[src/sv/capq_pkg.sv]
// capq_pkg: types, constants and the state encoding shared by the
// complex_to_amp_phase_quantizer front, back and top level; no dependencies
`default_nettype none

package capq_pkg;

	localparam int TABLE_SIZE_DEF  = 256;
	localparam int PHASE_STEPS_DEF = 256;
	localparam int CORDIC_STEPS    = 24;
	localparam int XW              = 34;   // cordic datapath width

	localparam logic [30:0] INV_GAIN_Q30 = 31'd652032874;

	localparam logic [31:0] ATAN_TURNS [CORDIC_STEPS] = '{
		32'd536870912, 32'd316933406, 32'd167458907, 32'd85004756,
		32'd42667331,  32'd21354465,  32'd10679838,  32'd5340245,
		32'd2670163,   32'd1335087,   32'd667544,    32'd333772,
		32'd166886,    32'd83443,     32'd41722,     32'd20861,
		32'd10430,     32'd5215,      32'd2608,      32'd1304,
		32'd652,       32'd326,       32'd163,       32'd81
	};

	localparam logic CMD_LOAD    = 1'b0;
	localparam logic CMD_CONVERT = 1'b1;

	typedef enum logic [1:0] {
		KIND_LOAD,
		KIND_DROP,
		KIND_CONVERT
	} kind_t;

	typedef struct packed {
		kind_t              kind;
		logic signed [15:0] re;
		logic signed [15:0] im;
		logic [7:0]         idx;
		logic [30:0]        val;
	} item_t;

	typedef struct packed {
		logic [7:0] phase_code;
		logic [7:0] amplitude_code;
	} result_t;

	typedef enum logic [3:0] {
		ST_IDLE,
		ST_VEC,
		ST_CODE,
		ST_ROT_PREP,
		ST_ROT,
		ST_MUL,
		ST_RND,
		ST_SRCH_RD,
		ST_SRCH_CMP,
		ST_NB_LO,
		ST_NB_HI,
		ST_NB_CMP,
		ST_OUT
	} state_t;

endpackage

`default_nettype wire

[src/sv/capq_front.sv]
// capq_front: accepts input beats, classifies them and holds them in a
// two-entry queue for the back end; depends on capq_pkg
`default_nettype none

module capq_front #(
	parameter int TABLE_SIZE = capq_pkg::TABLE_SIZE_DEF
) (
	input  wire                  clk,
	input  wire                  arst_n,
	input  wire                  push,
	output logic                 full,
	input  wire                  cmd,
	input  wire signed [15:0]    in_real,
	input  wire signed [15:0]    in_imag,
	input  wire [7:0]            table_index,
	input  wire [30:0]           table_value,
	output logic                 q_valid,
	output capq_pkg::item_t      q_item,
	input  wire                  q_pop
);
	import capq_pkg::*;

	item_t      slot_q [2];
	item_t      item_in;
	logic       wr_ptr_q;
	logic       rd_ptr_q;
	logic [1:0] cnt_q;
	logic       do_push;
	logic       do_pop;

	// classify: loads past the table end are dropped by the back end
	always_comb begin
		item_in.re  = in_real;
		item_in.im  = in_imag;
		item_in.idx = table_index;
		item_in.val = table_value;
		if (cmd == CMD_CONVERT) begin
			item_in.kind = KIND_CONVERT;
		end else if ({1'b0, table_index} < 9'(TABLE_SIZE)) begin
			item_in.kind = KIND_LOAD;
		end else begin
			item_in.kind = KIND_DROP;
		end
	end

	assign full    = (cnt_q == 2'd2);
	assign q_valid = (cnt_q != 2'd0);
	assign q_item  = slot_q[rd_ptr_q];
	assign do_push = push && !full;
	assign do_pop  = q_pop && q_valid;

	always_ff @(posedge clk) begin
		if (do_push) begin
			slot_q[wr_ptr_q] <= item_in;
		end
	end

	always_ff @(posedge clk or negedge arst_n) begin
		if (!arst_n) begin
			wr_ptr_q <= 1'b0;
			rd_ptr_q <= 1'b0;
			cnt_q    <= 2'd0;
		end else begin
			if (do_push) begin
				wr_ptr_q <= ~wr_ptr_q;
			end
			if (do_pop) begin
				rd_ptr_q <= ~rd_ptr_q;
			end
			case ({do_push, do_pop})
				2'b10:   cnt_q <= cnt_q + 2'd1;
				2'b01:   cnt_q <= cnt_q - 2'd1;
				default: cnt_q <= cnt_q;
			endcase
		end
	end

endmodule

`default_nettype wire

[config.mk]
export PLATFORM = sky130hd
export DESIGN_NAME = capq_front
export DESIGN_NICKNAME = d
export VERILOG_FILES = /design/src/sv/capq_pkg.sv /design/src/sv/capq_front.sv
export SDC_FILE = /design/constraint.sdc
export NUM_CORES = 1
export LEC_CHECK = 0
export BUFFER_PORTS_ARGS = -buffer_cell sky130_fd_sc_hd__buf_2
export CAP_MARGIN = 15
export CORE_ASPECT_RATIO = 1.25
export CORE_MARGIN = 8
export CORE_UTILIZATION = 52
export DETAILED_ROUTE_END_ITERATION = 16
export PLACE_DENSITY = 0.85
export SKIP_LAST_GASP = 1
export SYNTH_ARGS = -nofsm -noshare
export SYNTH_HDL_FRONTEND = slang
export SYNTH_SLANG_ARGS = --single-unit
[constraint.sdc]
create_clock -name clk -period 5.3 [get_ports clk]
set_input_delay 0.795 -clock clk [delete_from_list [all_inputs] [get_ports clk]]
set_output_delay 0.795 -clock clk [all_outputs]
set_load 0.01 [all_outputs]
Yosys cells after proc, flatten, opt, wreduce, memory -nomap -nowiden
Memory sizes are Yosys's and may differ from the RTL's.
Cells that the tools add are included.
W data, S select, Z words.
{"block": "totals", "register_bits": 4, "ramBits": 146, "in_bits": 76, "out_inout_bits": 75, "word_cells": 20, "mem_count": 1}
{"name": "slot_q", "words": 2, "word_bits": 73, "rd": 1, "rd_clocked_by_memory_dff": 0, "wr": 1, "line_no": "capq_front.sv:23", "text": "item_t slot_q [2];"}
{"block": "op_classes", "addsub": 2, "n_eq_ne": 3, "muxes": 4, "n_bitwise": 2, "n_reduce_logical": 5}
{"operator": "$eq A2 B2 Y1 const B", "n": 2}
{"operator": "$pmux W2 S2", "n": 1}
{"operator": "$reduce_bool A2 Y1", "n": 2}
{"operator": "$add A2 B1 Y2 const B", "n": 1}
{"operator": "$eq A2 B1 Y1 const B", "n": 1}
{"operator": "$logic_and A1 B1 Y1", "n": 2}
{"operator": "$mux W1", "n": 2}
{"operator": "$mux W2", "n": 1}
{"operator": "$not A1 Y1", "n": 2}
{"operator": "$sub A2 B1 Y2 const B", "n": 1}
{"operator": "$logic_not A1 Y1", "n": 1}

Depth between registers and ports, before layout
Gate-level depths: netlist (run 1).
{"block": "depth", "word_depth": 5, "mapped_depth": 6, "mapped_depth_nobuf": 6}

Least setup slack after synthesis (run 1)
OpenSTA, ideal clock, no wires.
{"block": "synth_timing", "path_kind": "input-to-reg", "start": "input port push", "end": "memory slot_q[0][0] in the netlist's numbering (enable)", "setup_ns": 0.502, "t_arrival_ns": 3.895, "required_time_ns": 4.798, "setup_slack_ns": 0.902, "stages": 2, "cell_sequence": "nand2_1 -> nor2_1"}
{"block": "synth_via", "elab_chain_cells": 3}
{"item": "start: declaration", "line_no": "capq_front.sv:10", "text": "input wire push,"}
{"item": "$logic_and A1 B1 Y1", "line_no": "capq_front.sv:49", "text": "assign do_push = push && !full;"}
{"item": "$mux W1", "line_no": "capq_front.sv:53", "text": "if (do_push) begin"}
{"item": "$mux W1 (implied by the code)", "line_no": "capq_front.sv:54", "text": "slot_q[wr_ptr_q] <= item_in;"}
{"item": "end: declaration", "line_no": "capq_front.sv:23"}
No other way between the ends.

==> results of run 1 <==
path summary, 6_finish.rpt:
check / to / slack (ns) / depth (start not counted)
min: cnt_q[1] / 0.19 / 1
min in group clk: cnt_q[1] / 0.50 / 1
max in group asynchronous: rd_ptr_q / 4.98 / 1
min reg2reg: cnt_q[1] / 0.50 / 1
max reg2reg: slot_q[0][38] / 3.27 / 4
max: q_item[5] / 2.04 / 3
worst register-to-register path, delay by kind of cell, from the launching register on:
kind                   cells  cell delay (ns)
and+or+nand+nor            3             0.77
buffers and inverters      1             0.49
DFF                        1             0.41
flip-flops by register name (all words and copies together), names as in the netlist:
name / cells
rd_ptr_q: 1
slot_q: 144
cnt_q: 2
wr_ptr_q: 1
cells in the mapped netlist:
cell | number | share of area
and3_1 | 1 | 0.0011
xnor2_1 | 3 | 0.0046
edfxtp_1 | 144 | 0.76
ha_1 | 1 | 0.0022
nor2_1 | 2 | 0.0013
inv_1 | 1 | 0.00066
conb_1 | 1 | 0.00066
xor2_1 | 2 | 0.0031
mux2_2 | 3 | 0.0059
nand2b_1 | 1 | 0.0011
nand2_1 | 1 | 0.00066
buf_6 | 8 | 0.016
or2_1 | 1 | 0.0011
buf_4 | 1 | 0.0013
dfrtp_1 | 4 | 0.018
mux2_4 | 69 | 0.18
and2_4 | 1 | 0.0015
power by group through the flow:
stage,clock [mW],sequential [mW],combinational [mW]
global route,1.19,1.81,1.27
floorplan,0,1.70,0.935
CTS,1.15,1.78,1.21
detailed placement,0,1.81,1.21
finish,1.12,1.78,1.19
global placement,0,1.79,1.19
final cells by class:
class | instances | area [um2] | area share
flip-flops and latches | 148 | 4430 | 0.622
multi-input cells | 86 | 1180 | 0.166
repair buffers | 152 | 781 | 0.110
clock buffers | 22 | 454 | 0.0638
well taps | 132 | 165 | 0.0232
clock inverters | 10 | 111 | 0.0156
inverters | 1 | 3.75 | 0.000527
logic make-up (layout without fill, tap and decap cells):
logic type,after synthesis,in the layout
mux,72,72
flops,148,148
simple gates,7,7
buf+inv,10,185
other cells,1,1
fa+ha+maj,1,1
xor+xnor,5,5
per-stage QoR:
step,instance area [um2],hold slack (ns)
after global placement,6540,0.478
after floorplan,5690,0.456
final,7120,0.188
after CTS,7120,0.164
after global routing,7120,0.171
after detailed placement,6560,0.489
per-layer routing:
layer | vias to the layer above | global-route usage
met2 | 104 | 0.235
met3 | 10 | 0.0549
li1 | 1286 | -
met1 | 1292 | 0.152
met5 | - | 0
met4 | 0 | 0.0640
==> reports/metrics.yaml, run 1 <==
rsz0062_at_grt: "false"
crit_path_top_delay_cell: "dfrtp_4"
synth_compound_area_frac: 0
antenna_found_initial: 0
placedCellCount: 519
synth_mux_area_frac: 0.188
finalCoreUtilization: 0.671
synth_top_family_by_area: "multiplexers"
num_vias: 2692
drt_wl_total_mm: 10.1
insertion_delay_ns: 0.40
instances_no_fill: 551
row_count: 42
yosys_warnings: 0
cts.repair.resized: 0
syn_avg_cell_area_um2: 23.3
syn_area_mm2: 0.00569
crit_family: "flip-flops"
dp_hpwl_mm: 7.01
numCtsBuffers: 17
vias_per_cell: 4.89
io_pins: 151
ys_ff_latch: 148
first_iter_violations: 104
period_minus_slack_ns: 3.26
die_height_um: 133
worst-setup-path-type: "register to primary output"
cp-start-kind: "register"
synth_seq_area_share: 0.777
clk_pin_slew_ns: 0.05
total_power_mw: 4.08
grt_max_degree: 73
drv_slew: 0
worstHoldPathType: "input pin to asynchronous set/reset pin"
top_layer_used: "met4"
critPathMaxFanout: 49
drive_gt1_frac: 0.611
grt_pass1_wl_mm: 15.1
switching_power_mw: 1.13
crit_start: "rd_ptr_q"
grt_overflow: 0
met1_length_mm: 3.85
power_leakage_nw: 2.89
avgRoutedWirePerCell_um: 18.2
clock_skew_ns: 0.00562
slowest_delay_ns: 1.03
relSlewSlack: 0.327
area_delta_synth_final_pct: 25.1
drcViolationCount: 0
share_seq_of_total_power: 0.435
worstPathRequired_ns: 4.51
syn-num-nets: 321
cts_tree: "built"
first_pass_iters: 4
synth_simple_gate_area_frac: 0.00681
max_freq_mhz: 307
fin_nets: 483
final.setup.worst_slack_ns: 2.04
power.internal_mw: 2.95
clock-sinks: 148
die_x_um: 110
holdBufCountCts: 0
cp_data_arrival_time_ns: 2.47
synth_xor_area_frac: 0.00769
ctsRootBufferMaster: "clkbuf_16"
mostFrequentLayoutCells: "149 x buf_2, 144 x edfxtp_1, 69 x mux2_4"
synth_cell_type_count: 17
routed-wl-met2_mm: 5.26
wl_met3_um: 763
synth_adder_area_share: 0.00220
io_buffers: 149
die-area_mm2: 0.0146
nFillCells: 721
cap_viol_max_count: 0
antenna_cells: 0
switching_share: 0.276
finalSetupViolations: 0
cp.buffers_inverters: 2
cts_setup_buffers: 0
crit_path_cell_trace: "buf_4 -> mux2_4 -> buf_2"
powerDensity_mw_per_mm2: 573
cts_buffer_depth: 2
status: "finished, final reports clean"
track_usage: 0.141
grt_pass1_vias: 2965
pre_cts_ws_ns: 2.43
initial_core_util: 0.536
h-tree-depth: 4
clock_power_share: 0.274
r2r-start: "cnt_q[0]"
worst_slew_pin_slew_ns: 1.01
syn_inst: 244
ant_nets: 0
final_common_cell: "buf_2"
worst_ir_drop_vdd_uv: 492
period_share: 0.615
finalHoldViolCount: 0
gp_congestion: 0.715
coreArea_mm2: 0.0106
fin_tns_setup_ns: 0
pwr-share-comb: 0.290
cp-end-kind: "primary output"
Power figures use the tool's default switching activity.
==> run 2: changes to the inputs <==
--- a/config.mk
+++ b/config.mk
@@ -5,13 +5,14 @@
 export SDC_FILE = /design/constraint.sdc
 export NUM_CORES = 1
 export LEC_CHECK = 0
+export ABC_AREA = 1
 export BUFFER_PORTS_ARGS = -buffer_cell sky130_fd_sc_hd__buf_2
 export CAP_MARGIN = 15
 export CORE_ASPECT_RATIO = 1.25
 export CORE_MARGIN = 8
-export CORE_UTILIZATION = 52
+export CORE_UTILIZATION = 47
 export DETAILED_ROUTE_END_ITERATION = 16
-export PLACE_DENSITY = 0.85
+export PLACE_DENSITY = 0.82
 export SKIP_LAST_GASP = 1
 export SYNTH_ARGS = -nofsm -noshare
 export SYNTH_HDL_FRONTEND = slang
==> constraint.sdc (replaced) <==
create_clock -name clk -period 2.7 [get_ports clk]
set_input_delay 0.405 -clock clk [delete_from_list [all_inputs] [get_ports clk]]
set_output_delay 0.405 -clock clk [all_outputs]
set_load 0.01 [all_outputs]
==> run 2 against run 1 <==
Effect of this change: critical path depth up 1; sequential cell count unchanged; wire length is 13% higher; power up 93%; register-to-register slack lost 2.1 ns; clock power up 97%; non-clock buffer count is 3 higher; sequential share of layout area rose by 1.5 points; sequential power rose by 84%.
==> reports/metrics.yaml, run 2 <==
placedCellCount: 685  # +32%
io_pins: 151  # unchanged
reg_top3: "slot_q: 144 flops, cnt_q: 2 flops"
hold_slack_ns: 0.186  # -0.00174 ns
fin_nets: 644  # +33%
dpl-instance-area_mm2: 0.00638  # -2.7%
final_common_cell: "nand2_1"
cts_buffer_depth: 2  # unchanged
instances_no_fill: 718  # +30%
first_pass_iters: 4  # unchanged
gp_congestion: 0.721  # +0.91%
max_freq_mhz: 455
finalSetupViolations: 0  # unchanged
grt_pass1_wl_mm: 17.8  # +18%
worst-setup-path-type: "register to primary output"
finalHoldViolCount: 0  # unchanged
syn_area_mm2: 0.00549  # -3.5%
drive_gt1_frac: 0.324  # -0.287
rr_endpoint: "slot_q[1][59]"
synth_top_cell_area_share: 0.787  # +0.0277
period_share: 0.814
clk_pin_slew_ns: 0.06  # about the same
synth-edff-count: 144  # unchanged
clock_skew_ns: 0.00651  # +0.000888 ns
fin_tns_setup_ns: 0  # unchanged
rsz0062_at_grt: "false"
numCtsBuffers: 17  # unchanged
coreArea_mm2: 0.0115  # +8.4%
dp_hpwl_mm: 7.52  # +7.2%
ys.flop_type: "edfxtp_1"
die_height_um: 137  # +2.9%
hold_depth: 1
num_vias: 3393  # +26%
cp_data_arrival_time_ns: 1.79  # -0.68 ns
ys_ff_latch: 148  # unchanged
grt_pass1_vias: 3631  # +22%
synthTopCellsByCount: "226 x nand2_1, 144 x edfxtp_1, 7 x buf_2, 7 x buf_6, 7 x inv_1"
yosysMostFrequentCell: "nand2_1"
track_usage: 0.151  # +0.0101
crit_start: "rd_ptr_q"
clock-sinks: 148  # unchanged
ctsRootBufferMaster: "clkbuf_16"
worstPathRequired_ns: 2.30  # -2.21 ns
worstHoldEndpoint: "slot_q[1][9]"
worstHoldPathType: "input pin to register"
regMostFlops: "slot_q"
cp-end-kind: "primary output"
status: "finished, final reports clean"
worst_slew_pin_slew_ns: 0.751  # -0.259 ns
grt_max_degree: 74  # +1.4%
cp-start-kind: "register"
pre_cts_ws_ns: 0.884  # -1.54 ns
grt_overflow: 0  # unchanged
relSlewSlack: 0.499  # +0.173
row_count: 44  # +4.8%
antenna_cells: 0  # unchanged
initial_core_util: 0.477  # -0.0589
drv_slew: 0  # unchanged
vias_per_cell: 4.73  # -3.3%
synth_seq_area_share: 0.805  # +0.0283
finalCoreUtilization: 0.605  # -0.0664
rrSetupSlack_ns: 1.20  # -2.07 ns
period_minus_slack_ns: 2.20
drcViolationCount: 0  # unchanged
r2r_cells: 4  # unchanged
yosys_warnings: 0  # unchanged
area_delta_synth_final_pct: 26.6
antenna_found_initial: 1  # +1
hold_start: "table_value[9]"
first_iter_violations: 158  # +52%
io_buffers: 149  # unchanged
power_leakage_nw: 3.03  # +4.7%
synth_area_leaders: "edfxtp_1 79%, nand2_1 15%, dfrtp_1 1.8%"
cts_tree: "built"
mostFrequentLayoutCells: "226 x nand2_1, 149 x buf_2, 144 x edfxtp_1"
ant_nets: 0  # unchanged
cts.repair.resized: 0  # unchanged
synth_cell_type_count: 15  # -2
avgRoutedWirePerCell_um: 15.9  # -13%
final.setup.worst_slack_ns: 0.502  # -1.54 ns
cap_viol_max_count: 0  # unchanged
insertion_delay_ns: 0.40  # about the same
critPathMaxFanout: 73  # +49%
syn-num-nets: 486  # +51%
r2r-start: "cnt_q[1]"
die_x_um: 113  # +2.8%
largest_reg_flops: 144  # unchanged
syn_inst: 409  # +68%
h-tree-depth: 4  # unchanged
drt_wl_total_mm: 11.4  # +13%
async_flop_share: 0.0270  # unchanged
synth_top_area_cell: "edfxtp_1"
syn_avg_cell_area_um2: 13.4  # -42%
worst_ir_drop_vdd_uv: 546  # +11%
total_power_mw: 7.88  # +93%
design_area_mm2: 0.00696  # -2.3%
die-area_mm2: 0.0154  # +5.8%
powerDensity_mw_per_mm2: 1130  # +97%
[run 2: cells by family after synthesis]
logic type      share of synthesized area
compound gates                   0.000910
xor+xnor                          0.00159
fa+ha+maj                         0.00228
buf+inv                            0.0296
flops                               0.805
other cells                      0.000683
simple gates                        0.160
[run 2: repair_timing]
action	4_1_cts	5_1_grt
endpoints found under the hold margin	4	0
buffers inserted	0	0
hold buffers	1	0
[run 2: worst max path at each step]
| stage | to | cells after the start |
|---|---|---|
| 6_report | q_item[6] | 4 |
| 5_1_grt | q_item[6] | 4 |
| 4_1_cts | q_item[6] | 4 |
| 3_5_place_dp | q_item[6] | 4 |
| 3_3_place_gp | q_item[12] | 4 |
| 2_1_floorplan | slot_q[0][0] | 5 |
[run 2: report_power, final]
group / total (mW) / internal [mW] / switching, mW / leakage (nW)
clock: 2.21 / 1.35 / 0.853 / 0.267
combinational: 2.40 / 0.809 / 1.59 / 1.37
sequential: 3.27 / 3.13 / 0.132 / 1.39
[run 2: critical path, stage by stage (launching register included)]
cell,delay [ns]
dfrtp_2,0.36
buf_4,0.59
nand2_1,0.16
nand2_1,0.12
buf_2,0.14
[run 2: layout make-up]
| class | instances | area, um2 |
|---|---|---|
| sequential | 148 | 4430 |
| fill | 889 | 4550 |
| tap | 138 | 173 |
| clock inverter | 13 | 135 |
| timing repair buffer | 155 | 843 |
| inverter | 9 | 33.8 |
| multi-input combinational | 236 | 915 |
| clock buffer | 19 | 433 |
[run 2: routing by layer]
layer / global-route usage / routed length, um / vias up / part of all wire
li1: - / - / 1693 / -
met1: 0.160 / 4410 / 1581 / 0.39
met3: 0.0539 / 684 / 14 / 0.060
met5: 0 / 12 / - / 0.0011
met4: 0.0691 / 165 / 2 / 0.014
met2: 0.265 / 6120 / 103 / 0.54
==> run 3: changes to the inputs <==
==> constraint.sdc (replaced) <==
create_clock -name clk -period 1.9 [get_ports clk]
set_input_delay 0.285 -clock clk [delete_from_list [all_inputs] [get_ports clk]]
set_output_delay 0.285 -clock clk [all_outputs]
set_load 0.01 [all_outputs]
==> run 3 against run 2 <==
Effect of this change: wire length down 1.4%; final area up 0.99%; via count rose by 1.8%; clock-buffer cell count down 1; first-iteration DRC count increased by 8.2%; clock skew increased by 0.0031 ns; core utilization grew 0.60 points; non-clock buffer count grew 2; combinational power grew 44%; cell count rose by 0.28%; sequential power grew 42%; worst setup slack lost 0.36 ns; critical path type unchanged; highest routed layer unchanged.
==> reports/metrics.yaml, run 3 (same netlist as run 2, synthesis figures left out) <==
antenna_found_initial: 2  # +1
io_pins: 151  # unchanged
crit_path_end: "q_item[10]"
drt_wl_total_mm: 11.2  # -1.4%
power_leakage_nw: 3.06  # +0.93%
crit_family: "buffers and inverters"
drv_slew: 0  # unchanged
cp.buffers_inverters: 2  # unchanged
gp_congestion: 0.728  # +0.94%
cap_viol_max_count: 0  # unchanged
final_common_cell: "nand2_1"
cts_tree: "built"
grt_pass1_vias: 3520  # -3.1%
vias_per_cell: 4.80  # +1.5%
first_pass_iters: 4  # unchanged
worstHoldPathType: "input pin to register"
worst_ir_drop_vdd_uv: 1020  # +87%
grt_max_degree: 73  # -1.4%
clock-sinks: 148  # unchanged
crit_top_cell: "nand2_1"
powerDensity_mw_per_mm2: 1640  # +45%
row_count: 44  # unchanged
coreArea_mm2: 0.0115  # unchanged
worst-setup-path-type: "register to primary output"
mostFrequentLayoutCells: "226 x nand2_1, 149 x buf_2, 144 x edfxtp_1"
num_vias: 3453  # +1.8%
ant_nets: 0  # unchanged
h-tree-depth: 4  # unchanged
clock_skew_ns: 0.00964  # +0.00313 ns
clk_pin_slew_ns: 0.06  # about the same
r2r_cells: 6  # +2
rrSetupSlack_ns: 0.34  # -0.86 ns
area_delta_synth_final_pct: 27.9
nFillCells: 884  # -0.56%
crit_path_cell_trace: "buf_4 -> nand2_1 -> nand2_1 -> buf_2"
crit_start: "rd_ptr_q"
hold_slack_ns: 0.0677  # -0.118 ns
die_x_um: 113  # unchanged
avgRoutedWirePerCell_um: 15.6  # -1.6%
worstPathRequired_ns: 1.62  # -0.68 ns
period_minus_slack_ns: 1.75
grt_pass1_wl_mm: 17.5  # -2.0%
antenna_cells: 0  # unchanged
dpl-instance-area_mm2: 0.00639  # +0.22%
ctsRootBufferMaster: "clkbuf_16"
largest_reg_flops: 144  # unchanged
fin_nets: 646  # +0.31%
critical_path_depth: 4  # unchanged
dp_hpwl_mm: 7.60  # +1.0%
insertion_delay_ns: 0.40  # about the same
cp-start-kind: "register"
period_share: 0.923
reg_top3: "slot_q: 144 flops, cnt_q: 2 flops"
regMostFlops: "slot_q"
drcViolationCount: 0  # unchanged
critPathMaxFanout: 34  # -53%
status: "finished, final reports clean"
grt_overflow: 0  # unchanged
first_iter_violations: 171  # +8.2%
track_usage: 0.148  # -0.00266
design_area_mm2: 0.00703  # +0.99%
initial_core_util: 0.477  # unchanged
r2r-start: "cnt_q[1]"
cts_buffer_depth: 2  # unchanged
finalCoreUtilization: 0.611  # +0.00598
die-area_mm2: 0.0154  # unchanged
drive_gt1_frac: 0.330  # +0.00576
rr_endpoint: "slot_q[0][56]"
cp-end-kind: "primary output"
max_freq_mhz: 571
slowest_delay_ns: 0.38  # -0.21 ns
numCtsBuffers: 17  # unchanged
rsz0062_at_grt: "false"
io_buffers: 149  # unchanged
finalHoldViolCount: 0  # unchanged
cp_data_arrival_time_ns: 1.47  # -0.32 ns
fin_tns_setup_ns: 0  # unchanged
crit_path_top_delay_cell: "dfrtp_2"
die_height_um: 137  # unchanged
finalSetupViolations: 0  # unchanged
[run 3: cell count changes in the layout (fill, tap and decap cells not counted), sizes merged]
| cell | previous run | this run |
|---|---|---|
| buf | 154 | 156 |
| clkinv | 6 | 7 |
| bufinv | 2 | 4 |
| inv | 10 | 8 |
| clkbuf | 19 | 18 |
[run 3: report_power, final]
group | total (mW) | switching (mW) | internal (mW)
combinational | 3.46 | 2.29 | 1.17
clock | 3.40 | 1.22 | 2.19
sequential | 4.64 | 0.187 | 4.46
[run 3: worst min-delay path by stage]
| stage | slack, ns | cells past startpoint | to | start |
|---|---|---|---|---|
| floorplan | -0.01 | 0 | cnt_q[0] | arst_n |
| global placement | 0.1 | 1 | wr_ptr_q | arst_n |
| detailed placement | 0.10 | 1 | wr_ptr_q | arst_n |
| CTS | 0.05 | 1 | slot_q[1][1] | table_value[1] |
| global route | 0.05 | 1 | slot_q[0][1] | table_value[1] |
| finish | 0.07 | 1 | slot_q[1][51] | in_imag[12] |
[run 3: what timing repair did]
item                                    CTS  global route
hold buffers                              1             0
endpoints found under the setup margin    0             8
hold endpoints to repair                  4             0
resized for setup                         0             2
buffers inserted                          0             0
[run 3: metrics by stage]
step	setup slack [ns]	instances	power, mW
floorplan	-0.254	409	6.82
global placement	0.421	687	8.10
detailed placement	0.374	687	8.24
CTS	0.0648	720	11.7
global route	0.0162	720	12.2
finish	0.147	720	11.5
[run 3: layout make-up]
class / instances / area [um2] / area share
Sequential cell: 148 / 4430 / 0.630
Multi-Input combinational cell: 236 / 922 / 0.131
Timing Repair Buffer: 157 / 853 / 0.121
Clock buffer: 18 / 429 / 0.0611
Clock inverter: 14 / 186 / 0.0265
Tap cell: 138 / 173 / 0.0246
Inverter: 9 / 37.5 / 0.00534
[run 3: routing by layer]
metal,vias to the layer above,GRT usage,part of all wire,wire length (um)
li1,1691,-,-,-
met1,1623,0.159,0.39,4390
met2,122,0.258,0.52,5810
met3,13,0.0627,0.082,922
met4,4,0.0496,0.0092,103
met5,-,0,0.0020,23
[run 3: worst register-to-register path: cells and delay by family (launching register included)]
kind | cells | cell delay (ns)
buf+inv | 4 | 0.59
flops | 1 | 0.37
simple gates | 2 | 0.15
